==> config.mk <==
export PLATFORM = sky130hd
export DESIGN_NAME = button_short_long_press_detector_flat
export DESIGN_NICKNAME = d
export VERILOG_FILES = /design/src/hdl/bslpd_pkg.sv /design/src/hdl/bslpd_if.sv /design/src/hdl/bslpd_lane.sv /design/src/hdl/bslpd_merge.sv /design/src/hdl/button_short_long_press_detector.sv /design/src/flat_wrapper.sv
export SDC_FILE = /design/constraint.sdc
export NUM_CORES = 1
export LEC_CHECK = 0
export BUFFER_PORTS_ARGS = -buffer_cell sky130_fd_sc_hd__buf_2
export CORE_ASPECT_RATIO = 0.75
export CORE_MARGIN = 1
export CORE_UTILIZATION = 40
export CTS_BUF_LIST = sky130_fd_sc_hd__clkbuf_4 sky130_fd_sc_hd__clkbuf_8
export DETAILED_ROUTE_END_ITERATION = 12
export PLACE_DENSITY = 0.65
export SLEW_MARGIN = 10
export SYNTH_ARGS = -nofsm -noshare
export SYNTH_HDL_FRONTEND = slang
export SYNTH_SLANG_ARGS = --single-unit
==> constraint.sdc <==
create_clock -name clk_i -period 2.52 [get_ports clk_i]
set_input_delay 0.126 -clock clk_i [delete_from_list [all_inputs] [get_ports clk_i]]
set_output_delay 0.126 -clock clk_i [all_outputs]
set_load 0.02 [all_outputs]
==> src/hdl/bslpd_pkg.sv <==
package bslpd_pkg;

  localparam int unsigned NUM_BUTTONS = 4;
  localparam int unsigned PIN_W       = 4;
  localparam int unsigned NUM_LANES   = (NUM_BUTTONS < PIN_W) ? NUM_BUTTONS : PIN_W;
  localparam int unsigned COUNT_W     = 8;
  localparam int unsigned LOCK_W      = 4;
  localparam int unsigned HOLD_W      = 8;
  localparam int unsigned PADDR_W     = 3;
  localparam int unsigned PDATA_W     = 32;

  localparam logic [LOCK_W-1:0] LOCK_TICKS_RST = LOCK_W'(3);
  localparam logic [HOLD_W-1:0] HOLD_TICKS_RST = HOLD_W'(100);

  typedef enum logic [0:0] {
    REG_LOCK_TICKS = 1'b0,
    REG_HOLD_TICKS = 1'b1
  } reg_idx_e;

  typedef struct packed {
    logic [LOCK_W-1:0] lock_ticks;
    logic [HOLD_W-1:0] hold_ticks;
  } cfg_t;

  typedef struct packed {
    logic short_press;
    logic long_press;
  } lane_evt_t;

endpackage

==> src/hdl/bslpd_if.sv <==
interface bslpd_in_if;
  logic                         valid;
  logic                         ready;
  logic [bslpd_pkg::PIN_W-1:0]  pin_levels;

  modport source (output valid, output pin_levels, input ready);
  modport sink   (input valid, input pin_levels, output ready);
endinterface

interface bslpd_out_if;
  logic                         valid;
  logic                         ready;
  logic [bslpd_pkg::PIN_W-1:0]  short_press;
  logic [bslpd_pkg::PIN_W-1:0]  long_press;

  modport source (output valid, output short_press, output long_press, input ready);
  modport sink   (input valid, input short_press, input long_press, output ready);
endinterface

==> src/hdl/bslpd_lane.sv <==
module bslpd_lane (
  input  logic                 clk_i,
  input  logic                 rst_ni,
  input  logic                 en_i,
  input  logic                 pressed_i,
  input  bslpd_pkg::cfg_t      cfg_i,
  output bslpd_pkg::lane_evt_t evt_o
);

  logic [bslpd_pkg::COUNT_W-1:0] count_q, count_d, count_inc;
  logic                          locked_q, locked_d;
  logic                          held_q, held_d;

  assign count_inc = count_q + bslpd_pkg::COUNT_W'(1);

  always_comb begin
    count_d           = count_q;
    locked_d          = locked_q;
    held_d            = held_q;
    evt_o.short_press = 1'b0;
    evt_o.long_press  = 1'b0;
    if (locked_q) begin
      if (pressed_i) begin
        if (!held_q) begin
          count_d = count_inc;
          if (count_inc == cfg_i.hold_ticks) begin
            held_d           = 1'b1;
            evt_o.long_press = 1'b1;
          end
        end
      end else begin
        evt_o.short_press = !held_q;
        held_d            = 1'b0;
        locked_d          = 1'b0;
        count_d           = '0;
      end
    end else begin
      if (pressed_i) begin
        count_d = count_inc;
        if (count_inc == bslpd_pkg::COUNT_W'(cfg_i.lock_ticks)) begin
          locked_d = 1'b1;
        end
      end else begin
        count_d = '0;
      end
    end
  end

  always_ff @(posedge clk_i or negedge rst_ni) begin
    if (!rst_ni) begin
      count_q  <= '0;
      locked_q <= 1'b0;
      held_q   <= 1'b0;
    end else if (en_i) begin
      count_q  <= count_d;
      locked_q <= locked_d;
      held_q   <= held_d;
    end
  end

endmodule

==> src/hdl/bslpd_merge.sv <==
module bslpd_merge (
  input  logic                 clk_i,
  input  logic                 rst_ni,
  input  logic                 accept_i,
  input  bslpd_pkg::lane_evt_t evt_i [bslpd_pkg::NUM_LANES],
  output logic                 ready_o,
  bslpd_out_if.source          out_o
);

  logic                          valid_q;
  logic [bslpd_pkg::PIN_W-1:0]   short_q, short_d;
  logic [bslpd_pkg::PIN_W-1:0]   long_q, long_d;

  always_comb begin
    short_d = '0;
    long_d  = '0;
    for (int unsigned i = 0; i < bslpd_pkg::NUM_LANES; i++) begin
      short_d[i] = evt_i[i].short_press;
      long_d[i]  = evt_i[i].long_press;
    end
  end

  assign ready_o = !valid_q || out_o.ready;

  always_ff @(posedge clk_i or negedge rst_ni) begin
    if (!rst_ni) begin
      valid_q <= 1'b0;
    end else if (ready_o) begin
      valid_q <= accept_i;
    end
  end

  always_ff @(posedge clk_i) begin
    if (accept_i) begin
      short_q <= short_d;
      long_q  <= long_d;
    end
  end

  assign out_o.valid       = valid_q;
  assign out_o.short_press = short_q;
  assign out_o.long_press  = long_q;

endmodule

==> src/hdl/button_short_long_press_detector.sv <==
// Each accepted item's result is captured in the output register at the edge that accepts it.
// One item per cycle unless stalled; each button has its own lane, all lanes step together.
// A stalled output holds the result and blocks input only while the output register is full.
// Reset (rst_ni low, asynchronous): counters and flags clear, output empties,
// lock_ticks returns to 3 and hold_ticks to 100.
module button_short_long_press_detector (
  input  logic                            clk_i,
  input  logic                            rst_ni,
  bslpd_in_if.sink                        in_i,
  bslpd_out_if.source                     out_o,
  input  logic                            psel,
  input  logic                            penable,
  input  logic                            pwrite,
  input  logic [bslpd_pkg::PADDR_W-1:0]   paddr,
  input  logic [bslpd_pkg::PDATA_W-1:0]   pwdata,
  output logic [bslpd_pkg::PDATA_W-1:0]   prdata,
  output logic                            pready
);

  bslpd_pkg::cfg_t       cfg_q;
  bslpd_pkg::reg_idx_e   reg_idx;
  bslpd_pkg::lane_evt_t  evt [bslpd_pkg::NUM_LANES];
  logic                  ready;
  logic                  accept;
  logic                  cfg_wr;

  assign pready  = 1'b1;
  assign reg_idx = bslpd_pkg::reg_idx_e'(paddr[2]);
  assign cfg_wr  = psel && penable && pwrite && pready;

  always_ff @(posedge clk_i or negedge rst_ni) begin
    if (!rst_ni) begin
      cfg_q.lock_ticks <= bslpd_pkg::LOCK_TICKS_RST;
      cfg_q.hold_ticks <= bslpd_pkg::HOLD_TICKS_RST;
    end else if (cfg_wr) begin
      case (reg_idx)
        bslpd_pkg::REG_LOCK_TICKS: cfg_q.lock_ticks <= pwdata[bslpd_pkg::LOCK_W-1:0];
        bslpd_pkg::REG_HOLD_TICKS: cfg_q.hold_ticks <= pwdata[bslpd_pkg::HOLD_W-1:0];
        default: ;
      endcase
    end
  end

  always_comb begin
    case (reg_idx)
      bslpd_pkg::REG_LOCK_TICKS: prdata = bslpd_pkg::PDATA_W'(cfg_q.lock_ticks);
      bslpd_pkg::REG_HOLD_TICKS: prdata = bslpd_pkg::PDATA_W'(cfg_q.hold_ticks);
      default:                   prdata = '0;
    endcase
  end

  assign in_i.ready = ready;
  assign accept     = in_i.valid && ready;

  for (genvar g = 0; g < bslpd_pkg::NUM_LANES; g++) begin : g_lane
    bslpd_lane u_lane (
      .clk_i     (clk_i),
      .rst_ni    (rst_ni),
      .en_i      (accept),
      .pressed_i (!in_i.pin_levels[g]),
      .cfg_i     (cfg_q),
      .evt_o     (evt[g])
    );
  end

  bslpd_merge u_merge (
    .clk_i    (clk_i),
    .rst_ni   (rst_ni),
    .accept_i (accept),
    .evt_i    (evt),
    .ready_o  (ready),
    .out_o    (out_o)
  );

endmodule

==> src/flat_wrapper.sv <==
// flat-port wrapper written by rule: the top's interface ports become plain ports
module button_short_long_press_detector_flat 
  (clk_i, rst_ni, psel, penable, pwrite, paddr, pwdata, prdata, pready, in_i_valid, in_i_pin_levels, in_i_ready, out_o_valid, out_o_short_press, out_o_long_press, out_o_ready);
  bslpd_in_if in_i_i ();
  bslpd_out_if out_o_i ();
  input  logic clk_i;
  input  logic rst_ni;
  input  logic psel;
  input  logic penable;
  input  logic pwrite;
  input  logic [bslpd_pkg::PADDR_W-1:0] paddr;
  input  logic [bslpd_pkg::PDATA_W-1:0] pwdata;
  output logic [bslpd_pkg::PDATA_W-1:0] prdata;
  output logic pready;
  input wire logic [$bits(in_i_i.valid)-1:0] in_i_valid;
  input wire logic [$bits(in_i_i.pin_levels)-1:0] in_i_pin_levels;
  output wire logic [$bits(in_i_i.ready)-1:0] in_i_ready;
  output wire logic [$bits(out_o_i.valid)-1:0] out_o_valid;
  output wire logic [$bits(out_o_i.short_press)-1:0] out_o_short_press;
  output wire logic [$bits(out_o_i.long_press)-1:0] out_o_long_press;
  input wire logic [$bits(out_o_i.ready)-1:0] out_o_ready;
  assign in_i_i.valid = in_i_valid;
  assign in_i_i.pin_levels = in_i_pin_levels;
  assign in_i_ready = in_i_i.ready;
  assign out_o_valid = out_o_i.valid;
  assign out_o_short_press = out_o_i.short_press;
  assign out_o_long_press = out_o_i.long_press;
  assign out_o_i.ready = out_o_ready;
  button_short_long_press_detector u_core (.clk_i(clk_i), .rst_ni(rst_ni), .in_i(in_i_i), .out_o(out_o_i), .psel(psel), .penable(penable), .pwrite(pwrite), .paddr(paddr), .pwdata(pwdata), .prdata(prdata), .pready(pready));
endmodule
== Word-level counts from Yosys, hierarchy flattened ==
Cells that the tools add are included.
Storage, ports and cells
  output and inout port bits: 43
  logic and storage cells: 116
  memories kept: 0
  memory bits (read-only): 0
  memory bits (writable): 0
  input bits: 46
  bits in latches: 0
  register bits after elaboration: 61
Cells by class
  eq/ne operators: 12
  add/sub/neg operators: 4
  multiply operators: 0
  shift-type cells: 0
  mux-type cells: 45
  divide/modulo/power cells: 0
  reduce and logical (&&, ||, !) cells: 27
  $lt $le $gt $ge: 0
  bitwise logic cells: 5
Operators by type and width (number)
  two-way mux 8 bit: 16
  one-hot mux 32 bit (2 select lines): 1
  adder 8 x 1 -> 8 bit (second input constant): 4
  equality test 8 x 4 -> 1 bit: 4
  equality test 8 bit: 4
  two-way mux 1 bit: 28
  AND reduction 2 bit: 14
  inequality test 3 bit (second input constant): 4
  OR reduction 3 bit: 4
  logical NOT 1 bit: 5
  inverter 1 bit: 5
  logical AND 1 bit: 3
  logical OR 1 bit: 1

== Longest topological paths before layout ==
  depth after elaboration: 5
  depth in mapped cells: 8
  depth with buffers taken out: 7

== Cells and area by module ==
A second synthesis with hierarchy kept.
Second synthesis, totals
  cell total of the unflattened synthesis: 478
  area total of the unflattened synthesis: 4635.7 µm²
Modules (own cells, without submodules)
  bslpd_lane: sequential area each 250.2 µm², area each 890.9 µm², cells an instance 100, instances 4
  button_short_long_press_detector: sequential area each 306.5 µm², area each 784.5 µm², cells an instance 67, instances 1
  bslpd_merge: sequential area each 265.3 µm², area each 287.8 µm², cells an instance 11, instances 1

== Worst setup path before layout ==
Ideal clock, no wire load.
  kind: register -> register
  start point: reg u_core.u_merge.valid_q, in the netlist u_core.u_merge.out_o.valid
  end point: reg u_core.g_lane[2].u_lane.count_q[0] (netlist name)
  stages on the path, launching flop included: 8
  library setup time: 119 ps
  setup slack: 412 ps
  data arrival time: 1989 ps
  required time: 2401 ps
  buffers on the path: 2
  clock period less this slack: 2108 ps
  cell sequence: dfrtp_1 -> nand2b_1 -> nand2_1 -> inv_1 -> clkbuf_1 -> nand2_1 -> clkbuf_1 -> a21o_2
On the way
  word-level cells in the longest chain between the ends: 4
Ends and longest elaborated chain
  start: declaration: line bslpd_merge.sv:10  | logic valid_q;
  start signal: assignment: line bslpd_merge.sv:29  | valid_q <= accept_i;
  logical NOT 1 bit: line bslpd_merge.sv:23  | assign ready_o = !valid_q || out_o.ready;
  logical OR 1 bit: line bslpd_merge.sv:23
  named net in_i_ready: line flat_wrapper.sv:17  | output wire logic [$bits(in_i_i.ready)-1:0] in_i_ready;
  logical AND 1 bit: line button_short_long_press_detector.sv:53  | assign accept = in_i.valid && ready;
  named net u_core.accept: line button_short_long_press_detector.sv:24  | logic accept;
  AND reduction 2 bit (no line)
  end signal: assignment: line bslpd_lane.sv:55  | count_q <= count_d;
  end: declaration: line bslpd_lane.sv:10  | logic [bslpd_pkg::COUNT_W-1:0] count_q, count_d, count_inc;
The timed path passes the listed nets, and every way through them passes these cells.
A chain may end at the register's enable or synchronous reset.

== Worst setup path after layout ==
  start point: reg u_core.g_lane[1].u_lane.count_q[0] (netlist name)
  end point: reg u_core.u_merge.long_q (netlist bit u_core.u_merge.out_o.long_press[1]) (data pin)
On the way
  word-level cells in the longest chain between the ends: 3
Ends and longest elaborated chain
  start: declaration: line bslpd_lane.sv:10
  start signal: assignment: line bslpd_lane.sv:55
  adder 8 x 1 -> 8 bit: line bslpd_lane.sv:14  | assign count_inc = count_q + bslpd_pkg::COUNT_W'(1);
  equality test 8 bit: line bslpd_lane.sv:26  | if (count_inc == cfg_i.hold_ticks) begin
  two-way mux 1 bit: line bslpd_lane.sv:26
  end signal: assignment: line bslpd_merge.sv:36  | long_q <= long_d;
  end: declaration: line bslpd_merge.sv:12  | logic [bslpd_pkg::PIN_W-1:0] long_q, long_d;
No other way between the ends.

==> metrics.cfg <==
[clocking]
cts_tree=yes
cts_setup_buffers=0
cts_made_buffers=9
clock_sinks=61
root_buffer=clkbuf_8
clk_pin_slew_ns=0.07
h-tree-depth=3
clock_latency_ns=0.36
clk_path_buf_depth=2

[cells_and_area]
stdcell_count=636
fin_util_pct=45.44
nNetsFinal=549
syn_to_final_growth_pct=7.577
drive_gt1_share_pct=17.26
num_antenna_cells=0
stdcell_area_um2=4494

[die]
dieArea_um2=10860
start_util_pct=42.24
die_x_um=120.0
num_rows=31
die_h_um=90.51
coreArea_um2=9891
ioPinCount=89

[synth]
syn-cell-area_um2=4178
yosys_warnings=0
yosysSeqAreaShare_pct=37.65
synth_top_area_cell=dfrtp_1
synthArstFlopShare_pct=86.89
syn_inst=487
syn_area_per_cell_um2=8.579
synthTopCellsByArea=dfrtp_1 29%, xnor2_1 7.8%, edfxtp_1 5.8%
synth_flop_cell=dfrtp_1
synth_edf_count=8
synth_seq_cells=61
yosysUniqueCellTypes=55
synth_top_area_share_pct=28.75

[placement]
hpwl_mm=6.689
io_buffer_count=37
postPlaceCellArea_um2=4307
dp_slack_ns=0.3390
dpl.cell_count=618
gp_congestion=0.8745

[sta]
fmax_mhz=450.8
maxSlewHeadroom_pct=53.31
tightest_slew_ns=0.7003
fin_skew_ns=0.01107
final-setup-viol-count=0
fin_hold_ws_ns=0.01873
drv_slew=0
post-route-period-util_pct=88.03
rsz0062_at_grt=no
hold_violations=0
fin_ws_ns=0.3017
post-route-min-period_ns=2.218
tns_ns=0

[pwr]
total_power_mw=3.690
powerDensity_nw_per_um2=821.0
power.leakage_nw=1.870
vdd_drop_max_mv=0.2866

[hold_path]
min-delay-path-class=in2reg

[worst_setup_path]
crit_fanout=7
reg2regPathDepth=7
r2r-start=u_core.g_lane[1].u_lane.count_q[0]
cp.arrival_ns=2.42
required_ns=2.72
r2r_end=u_core.u_merge.out_o.long_press[1]
crit_start=u_core.g_lane[1].u_lane.count_q[0]
r2r_slack_ns=0.30
setup.worst_path.class=reg2reg
endpoint=u_core.u_merge.out_o.long_press[1]
start_kind=register
cp-end-kind=register

[drt]
first_iter_violations=280
postRouteAntennaNets=0
wire_per_inst_um=14.81
finalWirelength_mm=9.419
num_vias=3352
drc=0
dr.pass1.iters=4
drt-vias-per-instance=5.270

[status]
outcome=completed

[grt]
antenna_found_initial=0
grt_start_max_net_pins=54
grt_first_pass_wirelength_mm=15.35
grt_pass1_vias=3017
track_usage_pct=18.29
overflow=0

[job]
drv_cap=0

-- cell usage after synthesis (all sizes together), types with 13 or more instances --
cell and n:
clkbuf 38, nor3 34, nand3 13, a21oi 29
xnor2 37, mux2 15, buf 28, dfrtp 48
nand2 55, o21ai 39, xor2 25, nor2 18
-- layout make-up --
| type | count | area, um^2 |
|---|---|---|
| fill | 973 | 5396 |
| multi-input combinational | 374 | 2312 |
| clock inverter | 3 | 13.76 |
| inverter | 9 | 33.78 |
| sequential | 61 | 1573 |
| timing repair buffer | 44 | 242.7 |
| tap | 132 | 165.2 |
| clock buffer | 13 | 153.9 |
-- layer usage --
metal,track usage [%],wire [um],vias up
li1,-,-,1658
met1,25.36,4637,1592
met2,27.59,4085,85
met3,4.293,530,17
met4,6.667,165,0
met5,0,0,-
-- worst min-delay path by stage --
stage / start / to / slack (ns) / cells past startpoint
after floorplan: rst_ni / u_core.cfg_q[0] / -0.17 / 0
after global placement: rst_ni / u_core.u_merge.out_o.valid / 0.30 / 2
after detailed placement: rst_ni / u_core.u_merge.out_o.valid / 0.31 / 2
after global routing: pwdata[5] / u_core.cfg_q[5] / 0.003 / 2
after CTS: pwdata[5] / u_core.cfg_q[5] / 0.006 / 2
final: pwdata[4] / u_core.cfg_q[4] / 0.02 / 2
-- worst max-delay path: stages, from the launching register on --
cell and delay, ns:
dfrtp_1 0.48, ha_1 0.35, nand3_1 0.23, nor2_1 0.25, xnor2_1 0.21, xnor2_1 0.12, a211o_1 0.26, nor3_1 0.18
-- logic make-up (layout without fill, tap and decap cells) --
logic type,count (synthesis),after routing,share of synthesized area (%)
AOI/OAI and AO/OA,94,94,13.21
xor gates and xnor gates,62,62,13.00
adders and majority gates,4,4,1.198
buffers and inverters,75,69,9.074
DFF,61,61,37.65
muxes,20,20,5.241
other,2,25,0.1798
and+or+nand+nor,169,169,20.46
-- power by group --
| part | total (mW) | internal [mW] | switching (mW) |
|---|---|---|---|
| Sequential | 1.66 | 1.22 | 0.447 |
| Clock | 0.788 | 0.395 | 0.393 |
| Combinational | 1.24 | 0.597 | 0.641 |
| Total | 3.69 | 2.21 | 1.48 |
-- layout by cell type (no fill, tap or decap), drive strengths merged, types with 13 or more instances in the layout --
cell / synthesis / routed
a21oi: 29 / 29
xor2: 25 / 25
nor3: 34 / 34
buf: 28 / 42
xnor2: 37 / 37
o21ai: 39 / 39
nand2: 55 / 55
clkbuf: 38 / 13
mux2: 15 / 15
nand3: 13 / 13
dfrtp: 48 / 48
nor2: 18 / 18
conb: 2 / 25
-- flip-flops by register name, summed over array words and instances (netlist names) --
name                              cells
u_core.u_merge.out_o.valid            1
u_core.cfg_q                         12
u_core.g_lane.u_lane.locked_q         4
u_core.g_lane.u_lane.count_q         32
u_core.g_lane.u_lane.held_q           4
u_core.u_merge.out_o.long_press       4
u_core.u_merge.out_o.short_press      4
-- what timing repair did --
item                                    in CTS  in global routing
hold buffers                                 2                  0
endpoints found under the setup margin       0                  0
endpoints found under the hold margin       49                  0
resized for setup                            0                  0
No activity file was read; power rests on OpenSTA's default activity.
